File: src/rtl/eic_pkg.sv
`default_nettype none
package eic_pkg;

	typedef enum logic [3:0] {
		OP_TICK     = 4'd0,
		OP_BRANCH   = 4'd1,
		OP_RAISE    = 4'd2,
		OP_IO_WRITE = 4'd3,
		OP_IO_READ  = 4'd4,
		OP_IRQ_SET  = 4'd5,
		OP_COP_WR   = 4'd6,
		OP_COP_RD   = 4'd7,
		OP_DATA_MAP = 4'd8
	} op_t;

	localparam logic [3:0] COP_STATUS = 4'd12;
	localparam logic [3:0] COP_CAUSE  = 4'd13;
	localparam logic [3:0] COP_EPC    = 4'd14;

	localparam logic [4:0] EXC_INT  = 5'd0;
	localparam logic [4:0] EXC_ADEL = 5'd4;

	localparam logic [31:0] VEC_BOOT  = 32'hbfc0_0180;
	localparam logic [31:0] VEC_RAM   = 32'h8000_0080;
	localparam logic [31:0] RESET_PC  = 32'hbfc0_0000;
	localparam logic [31:0] IO_ISTAT  = 32'h1f80_1070;
	localparam logic [31:0] IO_IMASK  = 32'h1f80_1074;
	localparam int          IRQ_W     = 11;
	localparam logic [31:0] PC_STEP   = 32'd4;

	function automatic logic [31:0] seg_map(input logic [31:0] a);
		logic [31:0] r;
		if (!a[31]) begin
			r = {1'b0, a[30:0]};
		end else if (!a[30]) begin
			r = {3'b000, a[28:0]};
		end else begin
			r = a;
		end
		return r;
	endfunction

	function automatic logic [31:0] push_mode(input logic [31:0] st);
		return {st[31:6], st[3:0], 2'b00};
	endfunction

	function automatic logic [31:0] set_cause(input logic [31:0] ca, input logic [4:0] code,
			input logic delay);
		return {delay, ca[30:7], code, 2'b00};
	endfunction

	function automatic logic [31:0] vector_of(input logic [31:0] st);
		return st[22] ? VEC_BOOT : VEC_RAM;
	endfunction

endpackage
`default_nettype wire

File: src/rtl/exception_and_interrupt_control_core.sv
// Accepted input is held in the input register, its result then in the result register.
// One word per cycle unless out_ready stalls; input and result registers split the path.
// in_ready drops only while the input register is full and the result word is stalled.
// Reset (arst_n low, asynchronous): fetch_pc 0xbfc00000, following_pc 0xbfc00004,
// other PC, CP0 and IRQ state and both valid flags cleared; payload registers not reset.
`default_nettype none
module exception_and_interrupt_control_core import eic_pkg::*; (
	input  wire logic        clk,
	input  wire logic        arst_n,
	input  wire logic        in_valid,
	output logic             in_ready,
	input  wire logic [3:0]  opcode,
	input  wire logic [31:0] address,
	input  wire logic [31:0] value,
	input  wire logic [4:0]  exc_code,
	input  wire logic [3:0]  cop_reg,
	output logic             out_valid,
	input  wire logic        out_ready,
	output logic             fetch_valid,
	output logic [31:0]      phys_addr,
	output logic             access_suppressed,
	output logic [31:0]      read_data,
	output logic             exception_taken,
	output logic             irq_pending
);

	logic              valid_s1;
	logic [3:0]        opcode_s1;
	logic [31:0]       address_s1;
	logic [31:0]       value_s1;
	logic [4:0]        exc_code_s1;
	logic [3:0]        cop_reg_s1;
	logic              advance;

	logic [31:0]       fetch_pc_q, following_pc_q, current_pc_q;
	logic              branch_seen_q, in_delay_slot_q;
	logic [31:0]       status_q, cause_q, return_pc_q;
	logic [IRQ_W-1:0]  irq_status_q, irq_mask_q;

	logic [31:0]       fetch_pc_n, following_pc_n, current_pc_n;
	logic              branch_seen_n, in_delay_slot_n;
	logic [31:0]       status_n, cause_n, return_pc_n;
	logic [IRQ_W-1:0]  irq_status_n, irq_mask_n;

	logic [31:0]       st_a, ca_a, ret_a, fetch_a, fol_a;
	logic              bs_a;

	logic              fv_n, sup_n, exc_n;
	logic [31:0]       pa_n, rd_n;

	assign advance  = valid_s1 && (!out_valid || out_ready);
	assign in_ready = !valid_s1 || advance;

	always_ff @(posedge clk or negedge arst_n) begin
		if (!arst_n) begin
			valid_s1 <= 1'b0;
		end else if (in_ready) begin
			valid_s1 <= in_valid;
		end
	end

	always_ff @(posedge clk) begin
		if (in_valid && in_ready) begin
			opcode_s1   <= opcode;
			address_s1  <= address;
			value_s1    <= value;
			exc_code_s1 <= exc_code;
			cop_reg_s1  <= cop_reg;
		end
	end

	always_comb begin
		fetch_pc_n      = fetch_pc_q;
		following_pc_n  = following_pc_q;
		current_pc_n    = current_pc_q;
		branch_seen_n   = branch_seen_q;
		in_delay_slot_n = in_delay_slot_q;
		status_n        = status_q;
		cause_n         = cause_q;
		return_pc_n     = return_pc_q;
		irq_status_n    = irq_status_q;
		irq_mask_n      = irq_mask_q;
		fv_n  = 1'b0;
		pa_n  = '0;
		sup_n = 1'b0;
		rd_n  = '0;
		exc_n = 1'b0;

		st_a    = status_q;
		ca_a    = cause_q;
		ret_a   = return_pc_q;
		fetch_a = fetch_pc_q;
		fol_a   = following_pc_q;
		bs_a    = branch_seen_q;
		if (|fetch_pc_q[1:0]) begin
			st_a    = push_mode(status_q);
			ca_a    = set_cause(cause_q, EXC_ADEL, branch_seen_q);
			ret_a   = branch_seen_q ? fetch_pc_q - PC_STEP : fetch_pc_q;
			fetch_a = vector_of(st_a);
			fol_a   = vector_of(st_a) + PC_STEP;
			bs_a    = 1'b0;
		end

		case (opcode_s1)
			OP_TICK: begin
				fv_n            = 1'b1;
				exc_n           = |fetch_pc_q[1:0];
				current_pc_n    = fetch_a;
				fetch_pc_n      = fol_a;
				following_pc_n  = fol_a + PC_STEP;
				in_delay_slot_n = bs_a;
				branch_seen_n   = 1'b0;
				pa_n            = seg_map(fetch_a);
				status_n        = st_a;
				cause_n         = ca_a;
				return_pc_n     = ret_a;
				if (st_a[0] && |(st_a[15:8] & ca_a[15:8])) begin
					exc_n          = 1'b1;
					status_n       = push_mode(st_a);
					cause_n        = set_cause(ca_a, EXC_INT, bs_a);
					return_pc_n    = bs_a ? fetch_a - PC_STEP : fetch_a;
					fetch_pc_n     = vector_of(st_a);
					following_pc_n = vector_of(st_a) + PC_STEP;
				end
			end
			OP_BRANCH: begin
				following_pc_n = value_s1;
				branch_seen_n  = 1'b1;
			end
			OP_RAISE: begin
				exc_n          = 1'b1;
				status_n       = push_mode(status_q);
				cause_n        = set_cause(cause_q, exc_code_s1, in_delay_slot_q);
				return_pc_n    = in_delay_slot_q ? current_pc_q - PC_STEP : current_pc_q;
				fetch_pc_n     = vector_of(status_q);
				following_pc_n = vector_of(status_q) + PC_STEP;
				branch_seen_n  = 1'b0;
			end
			OP_IO_WRITE: begin
				if (address_s1 == IO_ISTAT) begin
					irq_status_n = value_s1[IRQ_W-1:0] & irq_status_q;
					cause_n[10]  = |(value_s1[IRQ_W-1:0] & irq_status_q & irq_mask_q);
				end else if (address_s1 == IO_IMASK) begin
					irq_mask_n  = value_s1[IRQ_W-1:0];
					cause_n[10] = |(value_s1[IRQ_W-1:0] & irq_status_q);
				end
			end
			OP_IO_READ: begin
				if (address_s1 == IO_ISTAT) begin
					rd_n = {{(32-IRQ_W){1'b0}}, irq_status_q};
				end else if (address_s1 == IO_IMASK) begin
					rd_n = {{(32-IRQ_W){1'b0}}, irq_mask_q};
				end
			end
			OP_IRQ_SET: begin
				irq_status_n = value_s1[IRQ_W-1:0];
				cause_n[10]  = |(value_s1[IRQ_W-1:0] & irq_mask_q);
			end
			OP_COP_WR: begin
				case (cop_reg_s1)
					COP_STATUS: status_n    = value_s1;
					COP_CAUSE:  cause_n     = value_s1;
					COP_EPC:    return_pc_n = value_s1;
					default: ;
				endcase
			end
			OP_COP_RD: begin
				case (cop_reg_s1)
					COP_STATUS: rd_n = status_q;
					COP_CAUSE:  rd_n = cause_q;
					COP_EPC:    rd_n = return_pc_q;
					default:    rd_n = '0;
				endcase
			end
			OP_DATA_MAP: begin
				pa_n  = seg_map(address_s1);
				sup_n = status_q[16];
			end
			default: ;
		endcase
	end

	always_ff @(posedge clk or negedge arst_n) begin
		if (!arst_n) begin
			fetch_pc_q      <= RESET_PC;
			following_pc_q  <= RESET_PC + PC_STEP;
			current_pc_q    <= '0;
			branch_seen_q   <= 1'b0;
			in_delay_slot_q <= 1'b0;
			status_q        <= '0;
			cause_q         <= '0;
			return_pc_q     <= '0;
			irq_status_q    <= '0;
			irq_mask_q      <= '0;
			out_valid       <= 1'b0;
		end else begin
			if (advance) begin
				fetch_pc_q      <= fetch_pc_n;
				following_pc_q  <= following_pc_n;
				current_pc_q    <= current_pc_n;
				branch_seen_q   <= branch_seen_n;
				in_delay_slot_q <= in_delay_slot_n;
				status_q        <= status_n;
				cause_q         <= cause_n;
				return_pc_q     <= return_pc_n;
				irq_status_q    <= irq_status_n;
				irq_mask_q      <= irq_mask_n;
				out_valid       <= 1'b1;
			end else if (out_ready) begin
				out_valid <= 1'b0;
			end
		end
	end

	always_ff @(posedge clk) begin
		if (advance) begin
			fetch_valid       <= fv_n;
			phys_addr         <= pa_n;
			access_suppressed <= sup_n;
			read_data         <= rd_n;
			exception_taken   <= exc_n;
			irq_pending       <= cause_n[10];
		end
	end

endmodule
`default_nettype wire

File: config.mk
export PLATFORM = sky130hd
export DESIGN_NAME = exception_and_interrupt_control_core
export DESIGN_NICKNAME = d
export VERILOG_FILES = /design/src/rtl/eic_pkg.sv /design/src/rtl/exception_and_interrupt_control_core.sv
export SDC_FILE = /design/constraint.sdc
export NUM_CORES = 1
export LEC_CHECK = 0
export ABC_AREA = 1
export ABC_CLOCK_PERIOD_IN_PS = 3400
export BUFFER_PORTS_ARGS = -buffer_cell sky130_fd_sc_hd__buf_2
export CORE_ASPECT_RATIO = 0.75
export CORE_MARGIN = 2
export CORE_UTILIZATION = 55
export CTS_CLUSTER_SIZE = 40
export DETAILED_ROUTE_END_ITERATION = 16
export HOLD_SLACK_MARGIN = 0.03
export PLACE_DENSITY_LB_ADDON = 0.08
export SKIP_CTS_REPAIR_TIMING = 1
export SYNTH_ARGS = -nofsm -noshare
export SYNTH_HDL_FRONTEND = slang
export SYNTH_SLANG_ARGS = --single-unit
export TNS_END_PERCENT = 50
File: constraint.sdc
create_clock -name clk -period 3.4 [get_ports clk]
set_clock_uncertainty 0.2 [all_clocks]
set_input_delay 0.68 -clock clk [delete_from_list [all_inputs] [get_ports clk]]
set_output_delay 0.68 -clock clk [all_outputs]
set_load 0.05 [all_outputs]
==> flow_summary_export.csv <==
group,metric,value,unit
run_status,status,"complete, no violations",
setup_path,r2r-end,"following_pc_q[22]",
routing,antenna_left,0,
routing,drt_iter0_markers,2626,
placement,hpwl,50890,um
layout,syn2layout_area_growth,12.99,%
power_and_ir_drop,peakVddDrop,0.0006110,V
floorplanning,initial_core_util,55.61,%
setup_path,crit_path_start_kind,"flip-flop",
power_and_ir_drop,leakage,0.01024,uW
sta,worst-slew-pin-transition,1.197,ns
routing,firstDrtPassIters,7,
global_routing,use_met3,10.44,%
clock_tree,clkTransAtPathRegs,0.07,ns
clock_tree,cts_made_buffers,37,
placement,io_buffers,150,
min_path,worstHoldPathCells,1,
synth,synth_compound_area_share,14.58,%
synth,synth-edff-count,145,
sta,slew_viol_final,0,
setup_path,critPathArrivalTime,3.08,ns
global_routing,busiest_layer,"met1",
min_path,holdCritPathClass,"input port to flip-flop",
clock_tree,insertion_delay,0.56,ns
sta,finalSetupTns,0,ns
min_path,hold_end,"opcode_s1[2]",
global_routing,use_met2,53.04,%
setup_path,reg2reg_slack,0.59,ns
setup_path,critPathMaxFanout,28,
clock_tree,h-tree-depth,2,
synth,synthCells,2397,
routing,avgViaCountPerCell,5.929,
sta,fmax,356.4,MHz
sta,rsz0062_at_grt,"no",
power_and_ir_drop,intPower,9836,uW
synth,syn_area,19250,sq um
synth,yosys_register_bits,363,
synth,synthAdderAreaFrac,0.1949,%
global_routing,grt_max_degree,83,
floorplanning,die_h,166.0,um
setup_path,worstSetupEndpointType,"flip-flop",
synth,ys_warn_count,0,
power_and_ir_drop,power,17110,uW
sta,setup_viol,0,
routing,vias,17870,
setup_path,critPathKind,"flip-flop to flip-flop",
synth,synthMuxAreaShare,0,%
synth,synth_top_family_by_area,"simple AND/OR/NAND/NOR gates",
routing,drc,0,
floorplanning,io_pins,151,
power_and_ir_drop,swShare,42.52,%
synth,synth-simple-area-share,23.88,%
layout,utilization,62.84,%
synth,yosysTopAreaCellShare,25.86,%
floorplanning,core_area,34620,sq um
clock_tree,cts_tree,"yes",
floorplanning,die_w,220.1,um
clock_tree,cts.path.max_buffers,3,
power_and_ir_drop,pwr-share-seq,38.9,%
floorplanning,placement_rows,59,
synth,synth_top_area_cell,"dfrtp_1",
global_routing,grt_pass1_wl,101900,um
synth,synth_seq_area_share,51.07,%
global_routing,grt_pass1_vias,16740,
sta,min_period_over_period,82.53,%
setup_path,reg2reg_depth,13,
global_routing,grt_overflow_total,0,
sta,slew_headroom,20.10,%
layout,drive_above_1_share,12.75,%
setup_path,cp.required,3.67,ns
layout,final_cell_mix,"nand2_1 (556), inv_1 (342), nor2_1 (242), dfrtp_1 (199), o21ai_0 (164)",
floorplanning,die-area,36540,sq um
synth,ys.flop_type,"dfrtp_1",
sta,hold_viol,0,
flow_run,max_cap_violations,0,
clock_tree,root_buffer,"clkbuf_16",
min_path,hp-start,"opcode[2]",
power_and_ir_drop,power.density,786.5,nW/um^2
synth,synthXorXnorAreaFrac,0.9552,%
synth,synth_nets,2481,
power_and_ir_drop,clkPwrFrac,24.4,%
layout,final_nets,2611,
synth,yosys-top-cells-area,"dfrtp_1 (26%), edfxtp_1 (23%), nand2_1 (11%)",
power_and_ir_drop,p_comb_share,36.6,%
global_routing,gr-usage-met1,55.42,%
routing,drt_wl_total,67350,um
global_routing,track_usage,37.25,%
clock_tree,clkSinkCount,363,
layout,fillCellCount,3089,
placement,gp_congestion,1.032,
layout,final_common_cell,"nand2_1",
setup_path,r2r_start,"fetch_pc_q[1]",
global_routing,grt_antenna_before_repair,1,
synth,synth_area_per_cell,8.033,sq um
synth,async_flop_share,60.06,%
power_and_ir_drop,power.net_switching,7275,uW
synth,yosysUniqueCellTypes,52,
sta,min_period,2.806,ns
routing,avgRoutedWirePerCell,22.34,um
worst max-delay path: stages, from the launching register on:
cell	delay, ns
dfrtp_1	0.41
inv_1	0.12
nand2_1	0.12
buf_12	0.20
nor2_1	0.11
ha_1	0.19
nand3_1	0.17
nor2_4	0.31
nand4_2	0.17
nor2_2	0.20
nand2_1	0.11
o21ai_1	0.17
nand2_1	0.08
a21oi_1	0.14
worst max path at each step:
stage | from | endpoint | slack [ns]
after floorplan | out_ready | address_s1[0] | -0.003
after global placement | out_ready | following_pc_q[2] | 0.70
after detailed placement | out_ready | following_pc_q[2] | 0.64
after CTS | fetch_pc_q[1] | following_pc_q[22] | 0.66
after global routing | fetch_pc_q[1] | following_pc_q[22] | 0.44
final | fetch_pc_q[1] | following_pc_q[22] | 0.59
flip-flops by register name (all words and copies together), names as in the netlist, 4 cells and up:
register	flops
value_s1	32
exc_code_s1	5
irq_status_q	11
phys_addr	32
following_pc_q	32
irq_mask_q	11
status_q	32
return_pc_q	32
cop_reg_s1	4
current_pc_q	32
read_data	32
opcode_s1	4
cause_q	32
address_s1	32
fetch_pc_q	32
layout make-up:
class / instances / area (sq um) / area share [%]
Sequential cell: 363 / 9833 / 45.20
Timing Repair Buffer: 191 / 1159 / 5.325
Clock buffer: 52 / 1013 / 4.658
Multi-Input combinational cell: 1581 / 7647 / 35.15
Tap cell: 457 / 571.8 / 2.628
Inverter: 353 / 1328 / 6.102
Antenna cell: 1 / 2.502 / 0.01150
Clock inverter: 16 / 201.4 / 0.9259
metrics by stage:
step | hold WS (ns) | instances | worst slack, ns | cell area, sq um
final | 0.09941 | 3014 | 0.5940 | 21760
after global routing | 0.08767 | 3013 | 0.4442 | 21750
after floorplan | 0.1844 | 2397 | -0.003165 | 19260
after CTS | -0.01989 | 3012 | 0.6622 | 21740
after detailed placement | 0.2636 | 2944 | 0.6354 | 20530
after global placement | 0.2580 | 2944 | 0.7012 | 20530
cell families (layout without fill, tap and decap cells):
| kind of cell | after synthesis | after routing |
|---|---|---|
| compound gates | 478 | 478 |
| xor+xnor | 21 | 21 |
| fa+ha+maj | 3 | 3 |
| buf+inv | 453 | 612 |
| flops | 363 | 363 |
| other cells | 0 | 1 |
| simple gates | 1079 | 1079 |
synthesized netlist by cell type (26+ instances only):
library cell  number
edfxtp_1         145
nor3_1            36
buf_2             43
o21ai_0          164
a21oi_1          152
nor2_1           246
clkbuf_1          42
o211ai_1          40
nand2_1          556
nand4_1           26
nand3_1          159
o22ai_1           26
inv_1            343
dfrtp_1          199
power groups by stage:
stage | clock network, uW | registers [uW] | logic (uW)
floorplan | 0 | 6640 | 4000
global placement | 0 | 6670 | 6030
detailed placement | 0 | 6680 | 6080
CTS | 4200 | 6600 | 6120
global route | 4380 | 6750 | 6910
finish | 4180 | 6660 | 6270
routing by layer:
metal	vias up	share of wire, %
met3	129	12
li1	8189	-
met5	-	0
met4	0	3.2
met1	8561	43
met2	991	42
Note: power is estimated with default switching activity, not from simulation.
